$ cat src/rtl/upd_pkg.sv
package upd_pkg;

  localparam logic [7:0] CH_PLUS    = 8'h2B;
  localparam logic [7:0] CH_PERCENT = 8'h25;
  localparam logic [7:0] CH_SPACE   = 8'h20;
  localparam logic [4:0] HEX_BAD    = 5'd16;
  localparam int unsigned MAX_OUT   = 3;

  typedef enum logic [1:0] {
    PH_IDLE,
    PH_PCT,
    PH_HOLD
  } phase_e;

  typedef struct packed {
    logic [7:0] data;
    logic       last;
  } out_item_t;

  typedef struct packed {
    logic [1:0]                 cnt;
    out_item_t [MAX_OUT-1:0]    item;
  } bundle_t;

  function automatic logic [4:0] hex_val(input logic [7:0] c);
    logic [4:0] v;
    v = HEX_BAD;
    if (c >= 8'h30 && c <= 8'h39) v = 5'(c - 8'h30);
    else if (c >= 8'h61 && c <= 8'h66) v = 5'(c - 8'h61 + 8'd10);
    else if (c >= 8'h41 && c <= 8'h46) v = 5'(c - 8'h41 + 8'd10);
    return v;
  endfunction

  function automatic logic [7:0] plain_map(input logic [7:0] c);
    return (c == CH_PLUS) ? CH_SPACE : c;
  endfunction

endpackage

$ cat src/rtl/upd_in_if.sv
interface upd_in_if;
  logic       valid;
  logic       ready;
  logic [7:0] in_byte;
  logic       in_last;

  modport source (output valid, output in_byte, output in_last, input ready);
  modport sink (input valid, input in_byte, input in_last, output ready);
endinterface

$ cat src/rtl/upd_out_if.sv
interface upd_out_if;
  logic       valid;
  logic       ready;
  logic [7:0] out_byte;
  logic       out_last;

  modport source (output valid, output out_byte, output out_last, input ready);
  modport sink (input valid, input out_byte, input out_last, output ready);
endinterface

$ cat src/rtl/upd_front.sv
module upd_front import upd_pkg::*; (
  input  logic      clk_i,
  input  logic      rst_ni,
  upd_in_if.sink    in_i,
  input  logic      full_i,
  output logic      push_o,
  output bundle_t   bundle_o
);

  phase_e     phase_q, phase_d;
  logic [7:0] first_q, first_d;
  logic       fire;
  logic [4:0] hi, lo;
  logic       esc_ok;
  logic [1:0] n;
  out_item_t [MAX_OUT-1:0] it;

  assign in_i.ready = !full_i;
  assign fire       = in_i.valid && !full_i;

  assign hi     = hex_val(first_q);
  assign lo     = hex_val(in_i.in_byte);
  assign esc_ok = !hi[4] && !lo[4] && ({hi[3:0], lo[3:0]} != 8'h00);

  always_comb begin
    phase_d = PH_IDLE;
    first_d = first_q;
    n       = 2'd0;
    it      = '0;
    case (phase_q)
      PH_PCT: begin
        if (in_i.in_last) begin
          it[n] = '{data: CH_PERCENT, last: 1'b0};
          n     = n + 2'd1;
          it[n] = '{data: plain_map(in_i.in_byte), last: 1'b1};
          n     = n + 2'd1;
        end else begin
          phase_d = PH_HOLD;
          first_d = in_i.in_byte;
        end
      end
      PH_HOLD: begin
        if (esc_ok) begin
          it[n] = '{data: {hi[3:0], lo[3:0]}, last: in_i.in_last};
          n     = n + 2'd1;
        end else begin
          it[n] = '{data: CH_PERCENT, last: 1'b0};
          n     = n + 2'd1;
          if (first_q == CH_PERCENT) begin
            // held percent opens a new escape on the current byte unless it is the last
            if (in_i.in_last) begin
              it[n] = '{data: CH_PERCENT, last: 1'b0};
              n     = n + 2'd1;
              it[n] = '{data: plain_map(in_i.in_byte), last: 1'b1};
              n     = n + 2'd1;
            end else begin
              phase_d = PH_HOLD;
              first_d = in_i.in_byte;
            end
          end else begin
            it[n] = '{data: plain_map(first_q), last: 1'b0};
            n     = n + 2'd1;
            if (in_i.in_byte == CH_PERCENT && !in_i.in_last) begin
              phase_d = PH_PCT;
            end else begin
              it[n] = '{data: plain_map(in_i.in_byte), last: in_i.in_last};
              n     = n + 2'd1;
            end
          end
        end
      end
      default: begin
        if (in_i.in_byte == CH_PERCENT && !in_i.in_last) begin
          phase_d = PH_PCT;
        end else begin
          it[n] = '{data: plain_map(in_i.in_byte), last: in_i.in_last};
          n     = n + 2'd1;
        end
      end
    endcase
  end

  assign push_o        = fire && (n != 2'd0);
  assign bundle_o.cnt  = n;
  assign bundle_o.item = it;

  always_ff @(posedge clk_i or negedge rst_ni) begin
    if (!rst_ni) begin
      phase_q <= PH_IDLE;
      first_q <= 8'h00;
    end else if (fire) begin
      phase_q <= phase_d;
      first_q <= first_d;
    end
  end

`ifndef SYNTHESIS
  a_last_idle: assert property (@(posedge clk_i) disable iff (!rst_ni)
    (fire && in_i.in_last) |=> (phase_q == PH_IDLE))
    else $error("phase not idle after last transaction");
  a_last_push: assert property (@(posedge clk_i) disable iff (!rst_ni)
    (fire && in_i.in_last) |-> (push_o && bundle_o.item[bundle_o.cnt - 2'd1].last))
    else $error("last transaction without final output");
`endif

endmodule

$ cat src/rtl/upd_fifo.sv
module upd_fifo import upd_pkg::*; #(
  parameter int unsigned DEPTH = 2
) (
  input  logic    clk_i,
  input  logic    rst_ni,
  input  logic    push_i,
  input  bundle_t push_data_i,
  output logic    full_o,
  input  logic    pop_i,
  output bundle_t pop_data_o,
  output logic    empty_o
);

  localparam int unsigned PW = (DEPTH > 1) ? $clog2(DEPTH) : 1;
  localparam int unsigned CW = $clog2(DEPTH + 1);

  bundle_t         mem_q [DEPTH];
  logic [PW-1:0]   wptr_q, rptr_q;
  logic [CW-1:0]   count_q;

  function automatic logic [PW-1:0] ptr_inc(input logic [PW-1:0] p);
    return (p == PW'(DEPTH - 1)) ? '0 : p + 1'b1;
  endfunction

  assign full_o     = (count_q == CW'(DEPTH));
  assign empty_o    = (count_q == '0);
  assign pop_data_o = mem_q[rptr_q];

  always_ff @(posedge clk_i) begin
    if (push_i) mem_q[wptr_q] <= push_data_i;
  end

  always_ff @(posedge clk_i or negedge rst_ni) begin
    if (!rst_ni) begin
      wptr_q  <= '0;
      rptr_q  <= '0;
      count_q <= '0;
    end else begin
      if (push_i) wptr_q <= ptr_inc(wptr_q);
      if (pop_i)  rptr_q <= ptr_inc(rptr_q);
      if (push_i && !pop_i)      count_q <= count_q + 1'b1;
      else if (pop_i && !push_i) count_q <= count_q - 1'b1;
    end
  end

`ifndef SYNTHESIS
  a_no_overflow: assert property (@(posedge clk_i) disable iff (!rst_ni)
    push_i |-> !full_o)
    else $error("push into full queue");
  a_no_underflow: assert property (@(posedge clk_i) disable iff (!rst_ni)
    pop_i |-> !empty_o)
    else $error("pop from empty queue");
`endif

endmodule

$ cat src/rtl/upd_back.sv
module upd_back import upd_pkg::*; (
  input  logic      clk_i,
  input  logic      rst_ni,
  input  logic      empty_i,
  input  bundle_t   bundle_i,
  output logic      pop_o,
  upd_out_if.source out_o
);

  bundle_t    cur_q;
  logic [1:0] idx_q;
  logic       busy_q;
  logic       done;
  out_item_t  sel;

  assign sel          = cur_q.item[idx_q];
  assign out_o.valid    = busy_q;
  assign out_o.out_byte = sel.data;
  assign out_o.out_last = sel.last;

  assign done  = busy_q && out_o.ready && (idx_q == cur_q.cnt - 2'd1);
  assign pop_o = !empty_i && (!busy_q || done);

  always_ff @(posedge clk_i) begin
    if (pop_o) cur_q <= bundle_i;
  end

  always_ff @(posedge clk_i or negedge rst_ni) begin
    if (!rst_ni) begin
      busy_q <= 1'b0;
      idx_q  <= 2'd0;
    end else if (pop_o) begin
      busy_q <= 1'b1;
      idx_q  <= 2'd0;
    end else if (done) begin
      busy_q <= 1'b0;
      idx_q  <= 2'd0;
    end else if (busy_q && out_o.ready) begin
      idx_q  <= idx_q + 2'd1;
    end
  end

`ifndef SYNTHESIS
  a_idx_range: assert property (@(posedge clk_i) disable iff (!rst_ni)
    busy_q |-> (idx_q < cur_q.cnt))
    else $error("output index beyond bundle");
  a_last_at_end: assert property (@(posedge clk_i) disable iff (!rst_ni)
    (busy_q && sel.last) |-> (idx_q == cur_q.cnt - 2'd1))
    else $error("last flag before end of bundle");
`endif

endmodule

$ cat src/rtl/url_percent_decoder.sv
// Streaming URL percent-decoder. One encoded byte per input transaction, one decoded
// byte per output transaction; '+' becomes a space and '%' with two hex digits becomes
// that byte, while a bad or zero escape yields '%' followed by the held bytes decoded
// again. A byte is accepted every cycle while the queue between the classifier and the
// output serializer has room; each input byte gives zero to three outputs, and the
// serializer emits one output per cycle while the receiver is ready, so input can be
// sustained at one byte per cycle except that the extra outputs of an error escape can
// fill the queue and hold off input. Outputs pass through the queue and a bundle register.
module url_percent_decoder import upd_pkg::*; #(
  parameter int unsigned FIFO_DEPTH = 2
) (
  input  logic      clk_i,
  input  logic      rst_ni,
  upd_in_if.sink    in_i,
  upd_out_if.source out_o
);

  logic    push, pop, full, empty;
  bundle_t push_data, pop_data;

  upd_front u_front (
    .clk_i    (clk_i),
    .rst_ni   (rst_ni),
    .in_i     (in_i),
    .full_i   (full),
    .push_o   (push),
    .bundle_o (push_data)
  );

  upd_fifo #(
    .DEPTH (FIFO_DEPTH)
  ) u_fifo (
    .clk_i       (clk_i),
    .rst_ni      (rst_ni),
    .push_i      (push),
    .push_data_i (push_data),
    .full_o      (full),
    .pop_i       (pop),
    .pop_data_o  (pop_data),
    .empty_o     (empty)
  );

  upd_back u_back (
    .clk_i    (clk_i),
    .rst_ni   (rst_ni),
    .empty_i  (empty),
    .bundle_i (pop_data),
    .pop_o    (pop),
    .out_o    (out_o)
  );

endmodule

$ cat src/flat_wrapper.sv
// flat-port wrapper written by rule: the top's interface ports become plain ports
module url_percent_decoder_flat import upd_pkg::*;
#(
  parameter int unsigned FIFO_DEPTH = 2
)
  (clk_i, rst_ni, in_i_valid, in_i_in_byte, in_i_in_last, in_i_ready, out_o_valid, out_o_out_byte, out_o_out_last, out_o_ready);
  upd_in_if in_i_i ();
  upd_out_if out_o_i ();
  input  logic clk_i;
  input  logic rst_ni;
  input wire logic [$bits(in_i_i.valid)-1:0] in_i_valid;
  input wire logic [$bits(in_i_i.in_byte)-1:0] in_i_in_byte;
  input wire logic [$bits(in_i_i.in_last)-1:0] in_i_in_last;
  output wire logic [$bits(in_i_i.ready)-1:0] in_i_ready;
  output wire logic [$bits(out_o_i.valid)-1:0] out_o_valid;
  output wire logic [$bits(out_o_i.out_byte)-1:0] out_o_out_byte;
  output wire logic [$bits(out_o_i.out_last)-1:0] out_o_out_last;
  input wire logic [$bits(out_o_i.ready)-1:0] out_o_ready;
  assign in_i_i.valid = in_i_valid;
  assign in_i_i.in_byte = in_i_in_byte;
  assign in_i_i.in_last = in_i_in_last;
  assign in_i_ready = in_i_i.ready;
  assign out_o_valid = out_o_i.valid;
  assign out_o_out_byte = out_o_i.out_byte;
  assign out_o_out_last = out_o_i.out_last;
  assign out_o_i.ready = out_o_ready;
  url_percent_decoder #(.FIFO_DEPTH(FIFO_DEPTH)) u_core (.clk_i(clk_i), .rst_ni(rst_ni), .in_i(in_i_i), .out_o(out_o_i));
endmodule
$ cat config.mk
export PLATFORM = sky130hd
export DESIGN_NAME = url_percent_decoder_flat
export DESIGN_NICKNAME = d
export VERILOG_FILES = /design/src/rtl/upd_pkg.sv /design/src/rtl/upd_in_if.sv /design/src/rtl/upd_out_if.sv /design/src/rtl/upd_front.sv /design/src/rtl/upd_fifo.sv /design/src/rtl/upd_back.sv /design/src/rtl/url_percent_decoder.sv /design/src/flat_wrapper.sv
export SDC_FILE = /design/constraint.sdc
export NUM_CORES = 1
export LEC_CHECK = 0
export BUFFER_PORTS_ARGS = -buffer_cell sky130_fd_sc_hd__clkbuf_2
export CAP_MARGIN = 20
export CORE_AREA = 5 5 119 121
export CTS_BUF_LIST = sky130_fd_sc_hd__clkbuf_4 sky130_fd_sc_hd__clkbuf_8 sky130_fd_sc_hd__clkbuf_16
export DETAILED_ROUTE_END_ITERATION = 10
export DIE_AREA = 0 0 124 126
export GPL_ROUTABILITY_DRIVEN = 0
export SYNTH_ARGS = -nofsm -noshare
export SYNTH_HDL_FRONTEND = slang
export SYNTH_HIERARCHICAL = 1
export SYNTH_SLANG_ARGS = --single-unit
$ cat constraint.sdc
create_clock -name clk_i -period 10.3 [get_ports clk_i]
set_input_delay 1.545 -clock clk_i [delete_from_list [all_inputs] [get_ports clk_i]]
set_output_delay 1.545 -clock clk_i [all_outputs]
set_load 0.02 [all_outputs]
### Word level (Yosys, flattened, before mapping)

Memories as Yosys holds them, arrays and structs flattened. A register that Yosys moved wholly into a read port is not among the register bits.
Index checks and enable logic that the tools add are counted.
Widths: inputs -> output; s select.

* logic and storage cells: 125
* bits in registers: 17
* memory bits (writable): 58
* memories kept: 1
* input bits: 13

* mux-type cells: 45
* magnitude comparators: 13
* eq/ne operators: 10
* reduce and logical (&&, ||, !) cells: 33
* $add $sub $neg: 16

Memories
* u_core.u_fifo.mem_q: words 2, width 29, read ports 1, clocked after Yosys merged registers in 1, write ports 1, RTL line upd_fifo.sv:17 `bundle_t mem_q [DEPTH];`

Operators by type and width (number)
* $mux 18: 3
* $mux 8: 5
* $mux 9: 4
* $pmux 9 s2: 2
* $eq 8x6->1 const B: 4
* $ge 8x7->1 const B: 4
* $le 8x7->1 const B: 4
* $mux 5: 6
* $mux 2: 12
* $add 5x4->5 const B: 4
* $sub 5x1->5 const B: 4
* $bmux 9 s2: 1
* $ge 8x6->1 const B: 2
* $le 8x6->1 const B: 2
* $logic_and 1x1->1: 16
* $pmux 8 s2: 1
* $sub 5x5->5 const B: 2
* $mux 1: 9
* $logic_not 1->1: 8
* $pmux 2 s2: 2
* $reduce_bool 2->1: 4
* $reduce_bool 8->1: 1
* $add 2x1->2 const B: 2
* $eq 2x2->1 const B: 2
* 10 further kinds: 13

### Logic depth before layout (Yosys ltp)

* depth after elaboration: 16
* mapped depth: 13
* gate-level depth less buffers: 11

### By module

Netlist, hierarchy kept.

Modules (own cells, without submodules)
* upd_fifo: cells an instance 106, area an instance 2397.3 um2, instances 1, sequential area each 1841.8 um2
* upd_front: cells an instance 182, area an instance 1430.1 um2, instances 1, sequential area each 250.2 um2
* upd_back: cells an instance 84, area an instance 1276.2 um2, instances 1, sequential area each 945.9 um2

### Least setup slack after synthesis

OpenSTA, ideal clock, no wires.

* path type: input port to flip-flop
* start: input port in_i_in_byte[1]
* end: memory u_core/u_fifo/mem_q[0][0] (netlist name), enable pin
* buffers on the path: 2
* stages on the path: 10
* data required time: 9.882 ns
* path slack: 4.929 ns
* arrival: 4.953 ns
* library setup time: 0.418 ns
* path through: clkbuf_1 > inv_1 > ha_1 > nor3b_1 > nor3_1 > a221oi_1 > a41oi_2 > buf_2 > o31ai_1 > nor2b_1

* cells in the longest elaborated chain, start to end: 14
* elaborated cells on any way between the ends: 32
* classes of those cells: 5 x add/sub; 6 x order compare; 1 x eq/ne; 10 x mux; 10 x reduce/logical

RTL lines
* start, declared: RTL line flat_wrapper.sv:12 `input wire logic [$bits(in_i_i.in_byte)-1:0] in_i_in_byte;`
* parallel branches: the longest is 9 deep, another holds $sub 5x1->5
* $pmux 2 s2 *: RTL line upd_front.sv:30 `case (phase_q)`
* $reduce_bool 2->1 *: RTL line upd_front.sv:83 `assign push_o = fire && (n != 2'd0);`
* $logic_and 1x1->1 *: RTL line upd_front.sv:83
* via u_core.push: RTL line url_percent_decoder.sv:18 `logic push, pop, full, empty;`
* $mux 1 *: RTL line upd_fifo.sv:30 `if (push_i) mem_q[wptr_q] <= push_data_i;`
* $mux 1 (implied by the code) *: RTL line upd_fifo.sv:30
* end, declared: RTL line upd_fifo.sv:17

Mark *: on every way through the listed nets, which the timed path passes.

### Final worst setup path

* start: input port in_i_in_byte[1]
* end: memory u_core/u_fifo/mem_q[0][9] (netlist name), enable pin

Same word-level chain as after synthesis.

==> metrics.yaml <==
layout:
  num_antenna_cells: 0
  syn_to_final_growth_pct: 10.7
  fin_cells: 571
  post-route-util_pct: 43.5
  drive_gt1_share_pct: 21.5
  layout_common_cells: "87 x edfxtp_1, 35 x mux2_4, 32 x nand2_1"
  final_common_cell: "edfxtp_1"
  final_nets: 412
floorplanning:
  die-width_um: 124
  design.die.area_um2: 15600
  core_um2: 13000
  fp-row-count: 42
  initial_core_util_pct: 39.3
  ios: 24
  die_h_um: 126
power:
  power_frac_seq_pct: 47.6
  power.density_nw_per_um2: 242
  power_frac_clock_pct: 24.4
  total_switching_power_mw: 0.408
  swShare_pct: 29.9
  internal_power_mw: 0.958
  p_leak_nw: 2.09
  combPwrFrac_pct: 28.0
  ir_drop_mv: 0.0845
routing:
  vias: 2986
  dr.pass1.iters: 5
  final_antenna_net_count: 0
  viasPerCell: 5.23
  drc: 0
  drt_iter0_drc: 239
  avgRoutedWirePerCell_um: 16.3
  wl_um: 9330
cts:
  clock-sinks: 104
  cts_root_buf: "clkbuf_16"
  cts_buffer_depth: 2
  cts_buffers: 9
  tritoncts: "built"
  post_cts_hold_buffer_count: 0
  worstSkewPairLatency_ps: 340
  post_cts_resized: 0
  post-cts-setup-buffer-count: 0
  path_clk_slew_ps: 70
  htreeDepth: 3
grt:
  grt_pass1_wl_um: 15500
  grt_pass1_vias: 2915
  track_usage_pct: 12.8
  antenna_found_initial: 0
  grt_max_degree: 32
  grt_remaining_overflow: 0
synth:
  synthCells: 372
  synth_edf_count: 87
  seq_area_frac_synth_pct: 59.5
  ys_warn_count: 6
  mappedNetlistNets: 394
  synth_area_per_cell_um2: 13.7
  yosysUniqueCellTypes: 62
  async_flop_share_pct: 16.3
  syn_area_um2: 5100
  synth_ff_type: "edfxtp_1"
  ys_ff_latch: 104
sta:
  period_share_pct: 44.9
  slew_headroom_pct: 45.2
  skew_ps: 7.49
  rsz0062_at_grt: "no"
  setup_violations: 0
  period_minus_slack_ps: 4620
  worst_slew_pin_slew_ps: 821
  hold_viol: 0
  drv_slew: 0
  finalWorstSetupSlack_ps: 5680
  fmax_mhz: 216
  finalSetupTns_ps: 0
hold_path:
  hold_path_depth: 1
  min_path_type: "reg -> reg"
  hp-start: "u_core/u_fifo/count_q[1]"
  worstHoldEndpoint: "u_core/u_fifo/count_q[1]"
worst_setup_path:
  rrSetupSlack_ps: 6390
  crit_fanout: 29
  critical_path_class: "in -> reg"
  r2r_start: "u_core/u_front/first_q[1]"
  endpoint_kind: "flip-flop"
  critPathRequiredTime_ps: 10290
  cp.arrival_ps: 4620
  r2r-end: "u_core/u_fifo/mem_q[0][9]"
  reg2reg_depth: 9
  start_kind: "primary input"
  crit_start: "in_i_in_byte[1]"
placement:
  dp_worst_setup_slack_ps: 5360
  io_buffers: 23
  hpwl_um: 6640
  dp.cells: 555
status:
  status: "completed"
flow_run:
  maxCapViolCount: 0
## through the flow
step	power [mW]	hold WS, ps	area [um^2]
6_report	1.37	494	5650
5_1_grt	1.44	511	5650
4_1_cts	1.39	492	5650
3_5_place_dp	1.05	482	5360
3_3_place_gp	1.05	482	5360
2_1_floorplan	0.961	455	5100
## metal layers
metal | wire length, um | vias up | GRT usage [%]
met5 | 0 | - | 0
met4 | 125 | 0 | 4.45
met3 | 401 | 8 | 2.47
met2 | 4400 | 66 | 19.3
met1 | 4400 | 1440 | 18.6
li1 | - | 1472 | -
## cells in the mapped netlist, types with 4 or more instances
library cell / n / area [um^2]
nor2_1: 8 / 30.0
o21ai_1: 9 / 45.0
o21bai_1: 4 / 30.0
ha_1: 9 / 113
and4b_1: 6 / 60.1
nor2b_1: 7 / 43.8
nor3b_1: 5 / 37.5
mux2_4: 35 / 526
edfxtp_1: 87 / 2610
mux2i_1: 9 / 90.1
inv_1: 16 / 60.1
nand2_1: 32 / 120
nand3_1: 8 / 40.0
buf_6: 4 / 45.0
o21ai_0: 14 / 70.1
a221oi_1: 4 / 35.0
o31ai_1: 9 / 67.6
dfrtp_1: 17 / 425
xor2_1: 4 / 35.0
a21oi_1: 8 / 40.0
clkbuf_1: 12 / 45.0
## power groups by stage
stage                     clock (mW)  combinational [mW]  sequential (mW)
after floorplan                    0               0.318            0.642
after global placement             0               0.388            0.657
after detailed placement           0               0.391            0.661
after CTS                      0.343               0.392            0.652
after global routing           0.363               0.416            0.663
final                          0.333               0.383            0.650
## how the worst max path moves through the flow
stage	to	slack (ps)	cells past startpoint
floorplan	u_core/u_fifo/mem_q[0][0]	4930	10
global placement	u_core/u_fifo/mem_q[0][19]	5490	10
detailed placement	u_core/u_fifo/mem_q[0][19]	5360	10
CTS	u_core/u_fifo/mem_q[0][6]	5680	10
global route	u_core/u_fifo/mem_q[0][9]	5310	10
finish	u_core/u_fifo/mem_q[0][9]	5680	10
## area by class of cell
class | instances | area (um^2)
clock buffer | 9 | 225
clock inverter | 7 | 70.1
fill | 1179 | 7330
inverter | 16 | 60.1
multi-input combinational | 232 | 1890
sequential | 104 | 3040
tap | 176 | 220
timing repair buffer | 27 | 145
## cell families after synthesis
group	after synthesis	share of synthesized area, %
AO/OA/AOI/OAI	80	11.0
XOR/XNOR	6	1.03
buffers and inverters	36	3.43
flip-flops	104	59.5
adder cells (fa/ha/maj)	9	2.21
AND/OR/NAND/NOR	92	10.5
multiplexers	45	12.3
## registers in the layout (all words and copies together), names as in the netlist
name / flops
u_core/u_back/cur_q: 29
u_core/u_fifo/mem_q: 58
u_core/u_back/out_o.valid: 1
u_core/u_back/idx_q: 2
u_core/u_fifo/wptr_q: 1
u_core/u_front/phase_q: 2
u_core/u_fifo/rptr_q: 1
u_core/u_fifo/count_q: 2
u_core/u_front/first_q: 8
## worst max-delay path, cell delays in order
cell	delay (ps)
clkbuf_2	180
inv_1	100
ha_1	230
nor3b_1	410
nor3_1	150
a221oi_1	350
a41oi_2	460
o31ai_1	600
nor2b_2	230
buf_4	350
Power figures use the tool's default switching activity.
